<file path="src/design/nfq_ram.sv">
// Generic single-write, single-read RAM with registered read data.
module nfq_ram #(
  parameter int WIDTH = 64,
  parameter int DEPTH = 64,
  localparam int AW = (DEPTH > 1) ? $clog2(DEPTH) : 1
) (
  input  logic             clk,
  input  logic             we,
  input  logic [AW-1:0]    waddr,
  input  logic [WIDTH-1:0] wdata,
  input  logic [AW-1:0]    raddr,
  output logic [WIDTH-1:0] rdata
);

  logic [WIDTH-1:0] mem [DEPTH];

  always_ff @(posedge clk) begin
    if (we) begin
      mem[waddr] <= wdata;
    end
    rdata <= mem[raddr];
  end

endmodule

</file>
<file path="config.mk">
export PLATFORM = sky130hd
export DESIGN_NAME = nfq_ram
export DESIGN_NICKNAME = d
export VERILOG_FILES = /design/src/design/nfq_ram.sv
export SDC_FILE = /design/constraint.sdc
export NUM_CORES = 2
export LEC_CHECK = 0
export BUFFER_PORTS_ARGS = -buffer_cell sky130_fd_sc_hd__buf_2
export CORE_MARGIN = 1
export CORE_UTILIZATION = 45
export DETAILED_ROUTE_END_ITERATION = 8
export HOLD_SLACK_MARGIN = 0.03
export SLEW_MARGIN = 10
export SYNTH_ARGS = -nofsm -noshare
export SYNTH_HDL_FRONTEND = slang
export SYNTH_SLANG_ARGS = --single-unit
</file>
<file path="constraint.sdc">
create_clock -name clk -period 9.6 [get_ports clk]
set_input_delay 0.96 -clock clk [delete_from_list [all_inputs] [get_ports clk]]
set_output_delay 0.96 -clock clk [all_outputs]
set_load 0.05 [all_outputs]
</file>
==> results.py <==
metrics = {
    "yosys": {
        "synth_cell_type_count": 33,
        "syn_avg_cell_area_um2": 23.7,
        "synth-seq-cells": 4160,
        "synth_top_area_share_pct": 78.7,
        "synth.area.top_cells": "edfxtp_1, mux4_2, mux2i_1",
        "yosysMostFrequentCell": "edfxtp_1",
        "synthCells": 6598,
        "synth_nets": 6676,
        "seq_area_frac_synth_pct": 79.5,
        "synthArstFlopShare_pct": 0,
        "yosys_warnings": 0,
        "synth_area_um2": 156000,
        "synth_edf_count": 4096,
        "synth_top_flop_cell": "edfxtp_1",
        "synthTopCellsByCount": "edfxtp_1, mux4_2, buf_2",
        "yosysTopAreaCell": "edfxtp_1",
    },
    "layout": {
        "fin_nets": 7063,
        "multi_input_area_um2": 30800,
        "seq_area_um2": 124000,
        "drive_gt1_share_pct": 28.1,
        "fillers": 26746,
        "final_util_pct": 51.1,
        "finalNonFillerCells": 11917,
        "fin_area_um2": 177000,
        "syn_to_final_growth_pct": 13.0,
    },
    "setup_path": {
        "critPathMostFrequentCell": "buf_4",
        "path_cells": "buf_8 > buf_4 > and2_4 > buf_4 > buf_4 > a22oi_1 > and3_1 > a211oi_1",
        "worst-setup-path-type": "in -> reg",
        "crit_slowest_cell": "buf_4",
        "cp.arrival_ps": 4850,
        "critPathRequiredTime_ps": 10480,
        "endpoint_kind": "flop",
        "crit_path_max_incr_delay_ps": 720,
        "crit_path_start_kind": "input pin",
        "crit_path_max_fanout": 50,
    },
    "timing": {
        "fin_ws_ps": 5630,
        "drv_slew": 0,
        "hold_violations": 0,
        "fin_worst_skew_ps": 61.2,
        "setup_violations": 0,
        "timing.fmax_mhz": 252,
        "worst_hold_slack_ps": 576,
        "fin_crit_ps": 3970,
        "finalCritPeriodShare_pct": 41.4,
        "max-slew-margin-rel_pct": 15.2,
        "tns_ps": 0,
        "rsz0062_at_grt": "false",
        "worst_pin_slew_ps": 1270,
    },
    "clocking": {
        "cts-root-buf": "clkbuf_16",
        "cts_max_level": 5,
        "cts_tree": "yes",
        "cts.sinks": 4160,
        "ctsHoldBuffers": 0,
        "post_cts_buffers": 0,
        "cts-resized-gates": 0,
        "clk_latency_ps": 990,
        "cts_inserted_buffers": 410,
        "clkTransAtPathRegs_ps": 60,
        "clockBufferDepth": 4,
    },
    "power_and_ir_drop": {
        "leakage_nw": 54.8,
        "powerDensity_nw_per_um2": 215,
        "ir_drop_mv": 0.179,
        "p_total_mw": 38.0,
    },
    "floorplan": {
        "dieArea_um2": 350000,
        "pin_count": 142,
        "std_cell_rows": 216,
        "dieHeight_um": 591,
        "start_util_pct": 45.2,
        "die_width_um": 591,
        "coreArea_um2": 346000,
    },
    "detailed_routing": {
        "routed_wl_um": 435000,
        "ant_nets": 0,
        "dr_total_vias": 75387,
        "drt-initial-drc-count": 9973,
        "dr.pass1.iters": 5,
        "viasPerCell": 6.33,
        "wire_per_inst_um": 36.5,
        "drc": 0,
    },
    "global_routing": {
        "overflow": 0,
        "grtUsageTotal_pct": 24.8,
        "grt_pass1_wl_um": 605000,
        "antenna_found_initial": 38,
        "grt_pass1_vias": 75398,
        "grt_max_degree": 150,
    },
    "placed_design": {
        "dpl.cell_count": 11151,
        "numPortBuffers": 141,
        "place_congestion": 0.785,
        "pre_cts_ws_ps": 4650,
        "dp_hpwl_um": 227000,
        "place_area_um2": 163000,
    },
    "worst_hold_path": {
        "hold_path_class": "in -> reg",
    },
    "status": {
        "status": "finished clean",
    },
    "job": {
        "maxCapViolCount": 0,
    },
}
## layer usage
metal | vias to the layer above | wire [um] | share of wire, % | track usage [%]
met5 | - | 31 | 0.0071 | 0
met2 | 3734 | 214000 | 49 | 40.8
li1 | 29277 | - | - | -
met3 | 649 | 35900 | 8.3 | 3.80
met4 | 6 | 11900 | 2.7 | 6.54
met1 | 41721 | 173000 | 40 | 35.0
## cell type report
cell class / instances / area share, %
clock buffer: 520 / 6.23
clock inverter: 231 / 1.31
multi-input combinational: 2049 / 17.4
tap: 4578 / 3.24
inverter: 19 / 0.0404
timing repair buffer: 345 / 1.41
antenna: 15 / 0.0212
sequential: 4160 / 70.3
## worst max-delay path: cells and delay by family
| kind | cells | cell delay [ps] |
|---|---|---|
| buffers and inverters | 4 | 2300 |
| and+or+nand+nor | 2 | 920 |
| AOI/OAI and AO/OA | 2 | 440 |
## kinds of logic (layout without fill, tap and decap cells)
logic type             Yosys count  in the layout  synth area share, %
AND/OR/NAND/NOR                386            386                 1.24
multiplexers                  1159           1159                 15.6
AO/OA/AOI/OAI                  504            504                 2.48
flip-flops                    4160           4160                 79.5
other                            0             15                    0
buffers and inverters          389           1115                 1.18
## sequential cells by signal (all words and copies together), names as in the netlist
name   cells
mem     4096
rdata     64
## worst paths after layout
kind | to | depth (start not counted) | from | slack (ps)
max | rdata[35]$_DFF_P_ | 8 | raddr[2] | 5630
min | mem[20][27]$_DFFE_PP_ | 1 | wdata[27] | 580
max reg2reg | rdata[14]$_DFF_P_ | 5 | mem[13][14]$_DFFE_PP_ | 6950
min reg2reg | rdata[34]$_DFF_P_ | 4 | mem[39][34]$_DFFE_PP_ | 830
## where the power goes
group | switching (mW) | internal (mW)
clock network | 6.84 | 9.16
registers | 0.0840 | 20.1
logic | 1.21 | 0.615
## placed cells by master, fill, tap and decap left out, types with 19 or more instances in the layout
cell and count:
and3_1 64, edfxtp_1 4096, buf_2 137, a22oi_1 168, buf_12 19, nand3_1 45, clkbuf_8 25, a2bb2oi_1 19
mux2i_1 135, a41oi_1 26, a22o_1 88, dfxtp_1 64, or2_2 28, nor2_1 47, nand2_1 55, clkbuf_1 81
o221ai_1 38, clkinv_1 86, o22ai_1 83, clkbuf_16 414, nor2b_1 24, bufinv_16 39, a211oi_1 63, buf_4 187
nor2_4 65, clkinv_2 75, mux4_2 1024, or3_1 29, inv_1 19
(Power assumes the default switching activity.)
