File: config.mk
export PLATFORM = sky130hd
export DESIGN_NAME = nfq_dist
export DESIGN_NICKNAME = d
export VERILOG_FILES = /design/src/design/nfq_pkg.sv /design/src/design/nfq_dist.sv
export SDC_FILE = /design/constraint.sdc
export NUM_CORES = 1
export LEC_CHECK = 0
export BUFFER_PORTS_ARGS = -buffer_cell sky130_fd_sc_hd__buf_2
export CAP_MARGIN = 0
export CORE_MARGIN = 1.5
export CORE_UTILIZATION = 58
export DETAILED_ROUTE_END_ITERATION = 6
export PLACE_DENSITY_LB_ADDON = 0.1
export SLEW_MARGIN = 20
export SYNTH_ARGS = -nofsm -noshare
export SYNTH_HDL_FRONTEND = slang
export SYNTH_SLANG_ARGS = --single-unit
File: constraint.sdc
create_clock -name vclk -period 11.65
set_input_delay 2.33 -clock vclk [all_inputs]
set_output_delay 2.33 -clock vclk [all_outputs]
set_load 0.01 [all_outputs]
File: src/design/nfq_pkg.sv
// Shared widths, request and status codes for the nearest-first request queue.
package nfq_pkg;

  localparam int TABLE_DEPTH_DEFAULT = 64;

  localparam int COORD_W  = 32;
  localparam int CNT_W    = 7;
  localparam int STATUS_W = 3;
  localparam int REQ_W    = 2;
  localparam int BUDGET_W = 7;
  localparam int CFG_IDX_W = 1;

  // request types
  localparam logic [REQ_W-1:0] REQ_INSERT     = 2'd0;
  localparam logic [REQ_W-1:0] REQ_REMOVE     = 2'd1;
  localparam logic [REQ_W-1:0] REQ_REMOVE_OUT = 2'd2;
  localparam logic [REQ_W-1:0] REQ_POP        = 2'd3;

  // result status codes
  localparam logic [STATUS_W-1:0] ST_OK          = 3'd0;
  localparam logic [STATUS_W-1:0] ST_DONE        = 3'd1;
  localparam logic [STATUS_W-1:0] ST_PENDING     = 3'd2;
  localparam logic [STATUS_W-1:0] ST_FULL        = 3'd3;
  localparam logic [STATUS_W-1:0] ST_NOT_PENDING = 3'd4;

  // configuration register indexes
  localparam logic [CFG_IDX_W-1:0] REG_CENTER_X = 1'd0;
  localparam logic [CFG_IDX_W-1:0] REG_CENTER_Z = 1'd1;

endpackage

File: src/design/nfq_dist.sv
// Per-axis distance unit: absolute differences on x and z, each 33 bits wide.
module nfq_dist import nfq_pkg::*; (
  input  logic signed [COORD_W-1:0] a_x,
  input  logic signed [COORD_W-1:0] a_z,
  input  logic signed [COORD_W-1:0] b_x,
  input  logic signed [COORD_W-1:0] b_z,
  output logic [COORD_W:0]          dx,
  output logic [COORD_W:0]          dz
);

  logic [COORD_W:0] diff_x;
  logic [COORD_W:0] diff_z;

  always_comb begin
    diff_x = {a_x[COORD_W-1], a_x} - {b_x[COORD_W-1], b_x};
    diff_z = {a_z[COORD_W-1], a_z} - {b_z[COORD_W-1], b_z};
    // magnitude tops out at 2**32 - 1, which fits unsigned in 33 bits
    dx = diff_x[COORD_W] ? (~diff_x + 1'b1) : diff_x;
    dz = diff_z[COORD_W] ? (~diff_z + 1'b1) : diff_z;
  end

endmodule

==> reports/qor.txt <==
Sequential Area = 0 um^2
Seq/Total Area, Yosys = 0%
First-pass GRT wire length = 25100 um
Fmax achieved = 0.123 GHz
Yosys top cell area share = 14.3%
Remaining antenna violation count = 0
Slew headroom = 49.5%
Via count = 6688
Share of post-route cells with drive strength above 1 = 22.5%
Nets@finish = 1226
CP arrival = 5790 ps
Post-synthesis xor/xnor area fraction = 16.0%
Largest cells by area after synthesis = ha_1 14%, xnor2_1 10%, a21oi_1 5.9%
Mux share of post-synthesis cell area = 0.522%
Crit path cell chain = buf_2, inv_1, ha_1, fa_1, nand2b_1, a21oi_1, o21ai_2, o211ai_1, a21boi_1, xnor2_1, or4_1, or2_1, o41ai_2, xnor2_1, buf_2
CTS resizes = 0
Design Power = 0.523 mW
Unrepaired setup endpoints after global routing = no
Gate Count Post-Synth = 867
Setup crit end kind = output pin
Most frequent cells in the layout = 194 x buf_2, 90 x inv_1, 80 x nand2_1, 68 x a21oi_1, 68 x xnor2_1
Vias in the first global route = 5685
CLK BUF = 0
# Post-CTS Setup Buffers = 0
Slowest stage delay, CP = 530 ps
Synth unique cells = 77
Hold/Removal Path Class = input port to output pin
Worst endpoint required time = 9320 ps
WL final = 15800 um
Run status = finished clean
Most common cell after layout, fill and taps aside = buf_2
Area Overhead vs Synth = 16.9%
# setup viols final = 0
Die area = 10500 um^2
Static leakage = 3.24 nW
Synth area leader = ha_1
Layout fillers = 921
I/O Pins = 194
Compound-cell area share of the yosys netlist = 34.9%
Initial core utilization = 59.4%
Largest family of logic cells by synthesized area = compound AO/OA/AOI/OAI gates
Final routed DRC violation total = 0
IO Port Bufs = 194
Average routed wire per standard cell = 13.6 um
Synthesized area per cell = 6.64 um^2
Peak supply drop = 0.0660 mV
Pin count of the biggest net entering global routing = 29
Maxcap violations = 0
GRT Total Usage = 28.2%
Antenna cells = 0
Initial antenna violation count = 0
Final Hold Fails = 0
WS Path Type = input port to output pin
Yosys warns = 0
Syn_nets = 1063
Die H = 103 um
Synthesized area = 5760 um^2
Post-Synth Adder-Cell Area = 15.0%
Die width = 103 um
Hold buffer count at cts = 0
Core Area = 9680 um^2
Final setup TNS = 0 ps
1st-iter DRT viols = 396
Final min period = 8120 ps
Gpl congestion = 0.928
Standard-cell row count = 36
Multi-input logic area = 5250 um^2
Synth Area in Simple Gates = 24.8%
TritonRoute pass-1 iters = 5
DP HPWL = 13500 um
Worst Tran Pin Value = 753 ps
Worst Path Max Fanout = 5
Final Cycle Share = 69.7%
CP Launch Type = input port
Power per Cell Area = 77.7 nW/um^2
Max-slew violations = 0
DR vias/cell = 5.76
Seq_cells = 0
Grt ovf = 0
Critical path's slowest cell = or4_1
==> final cells by class <==
| type | count | area share [%] |
|---|---|---|
| inverter | 90 | 5.02 |
| multi-input combinational | 743 | 78.0 |
| tap | 133 | 2.47 |
| timing repair buffer | 195 | 14.5 |
==> cell families (layout without fill, tap and decap cells) <==
group           after synthesis  in the layout
compound gates              297            297
buf+inv                     124            285
xor+xnor                    105            105
fa+ha+maj                    68             68
simple gates                270            270
mux                           3              3
==> power by group <==
group | switching, mW | leakage, nW | internal, mW
clock | 0 | 0 | 0
sequential | 0 | 0 | 0
combinational | 0.302 | 3.24 | 0.221
==> metrics by stage <==
stage | cells | util (%) | hold WS [ps] | instance area (um^2) | setup slack, ps
after global routing | 1161 | 69.5 | 5100 | 6730 | 3260
after global placement | 1161 | 69.5 | 5060 | 6730 | 3610
after floorplan | 867 | - | 4860 | 5760 | 4050
after CTS | 1161 | 69.5 | 5060 | 6730 | 3530
after detailed placement | 1161 | 69.5 | 5060 | 6730 | 3560
final | 1161 | 69.5 | 5060 | 6730 | 3530
==> worst paths after layout <==
kind / from / to / slack (ps) / cells after the start
worst max-delay path: a_x[0] / dx[31] / 3530 / 15
worst min-delay path: b_z[0] / dz[0] / 5060 / 4
==> cell usage after synthesis (3+ instances only) <==
master      n
a211oi_1    9
a21boi_0    3
a21o_1     20
a21oi_1    68
a21oi_2     7
a31oi_1     9
and2_1     12
and3_1      3
and4_1      4
buf_2      13
buf_6       3
clkbuf_1   17
ha_1       66
inv_1      90
mux2i_1     3
nand2_1    80
nand2b_1   10
nand3_1    21
nand3b_1    4
nand4_1    15
nand4b_1    4
nor2_1     46
nor2b_1     4
nor3_1     14
nor4_1      6
o2111ai_1   6
o211a_1     4
o211ai_1   13
o21a_1     13
o21ai_0    67
o21ai_1    10
o21ai_2     4
o21bai_1    7
o22ai_1     3
o31a_1      3
o31ai_1    17
or2_1       3
or2_2       7
or3_1      20
or4_1       3
xnor2_1    68
xor2_1     37
==> metal layers <==
metal / up-vias / track usage, % / share of wire [%]
li1: 3466 / - / -
met5: - / 0 / 0
met3: 8 / 2.10 / 6.4
met4: 0 / 3.27 / 0.59
met1: 2984 / 39.7 / 48
met2: 230 / 48.2 / 45
==> critical path: cells and delay by family <==
family	cells	cell delay, ps
AND/OR/NAND/NOR	3	970
buffers and inverters	3	240
XOR/XNOR	2	320
adder cells (fa/ha/maj)	2	610
AO/OA/AOI/OAI	5	1320
Note: power is estimated with default switching activity, not from simulation.
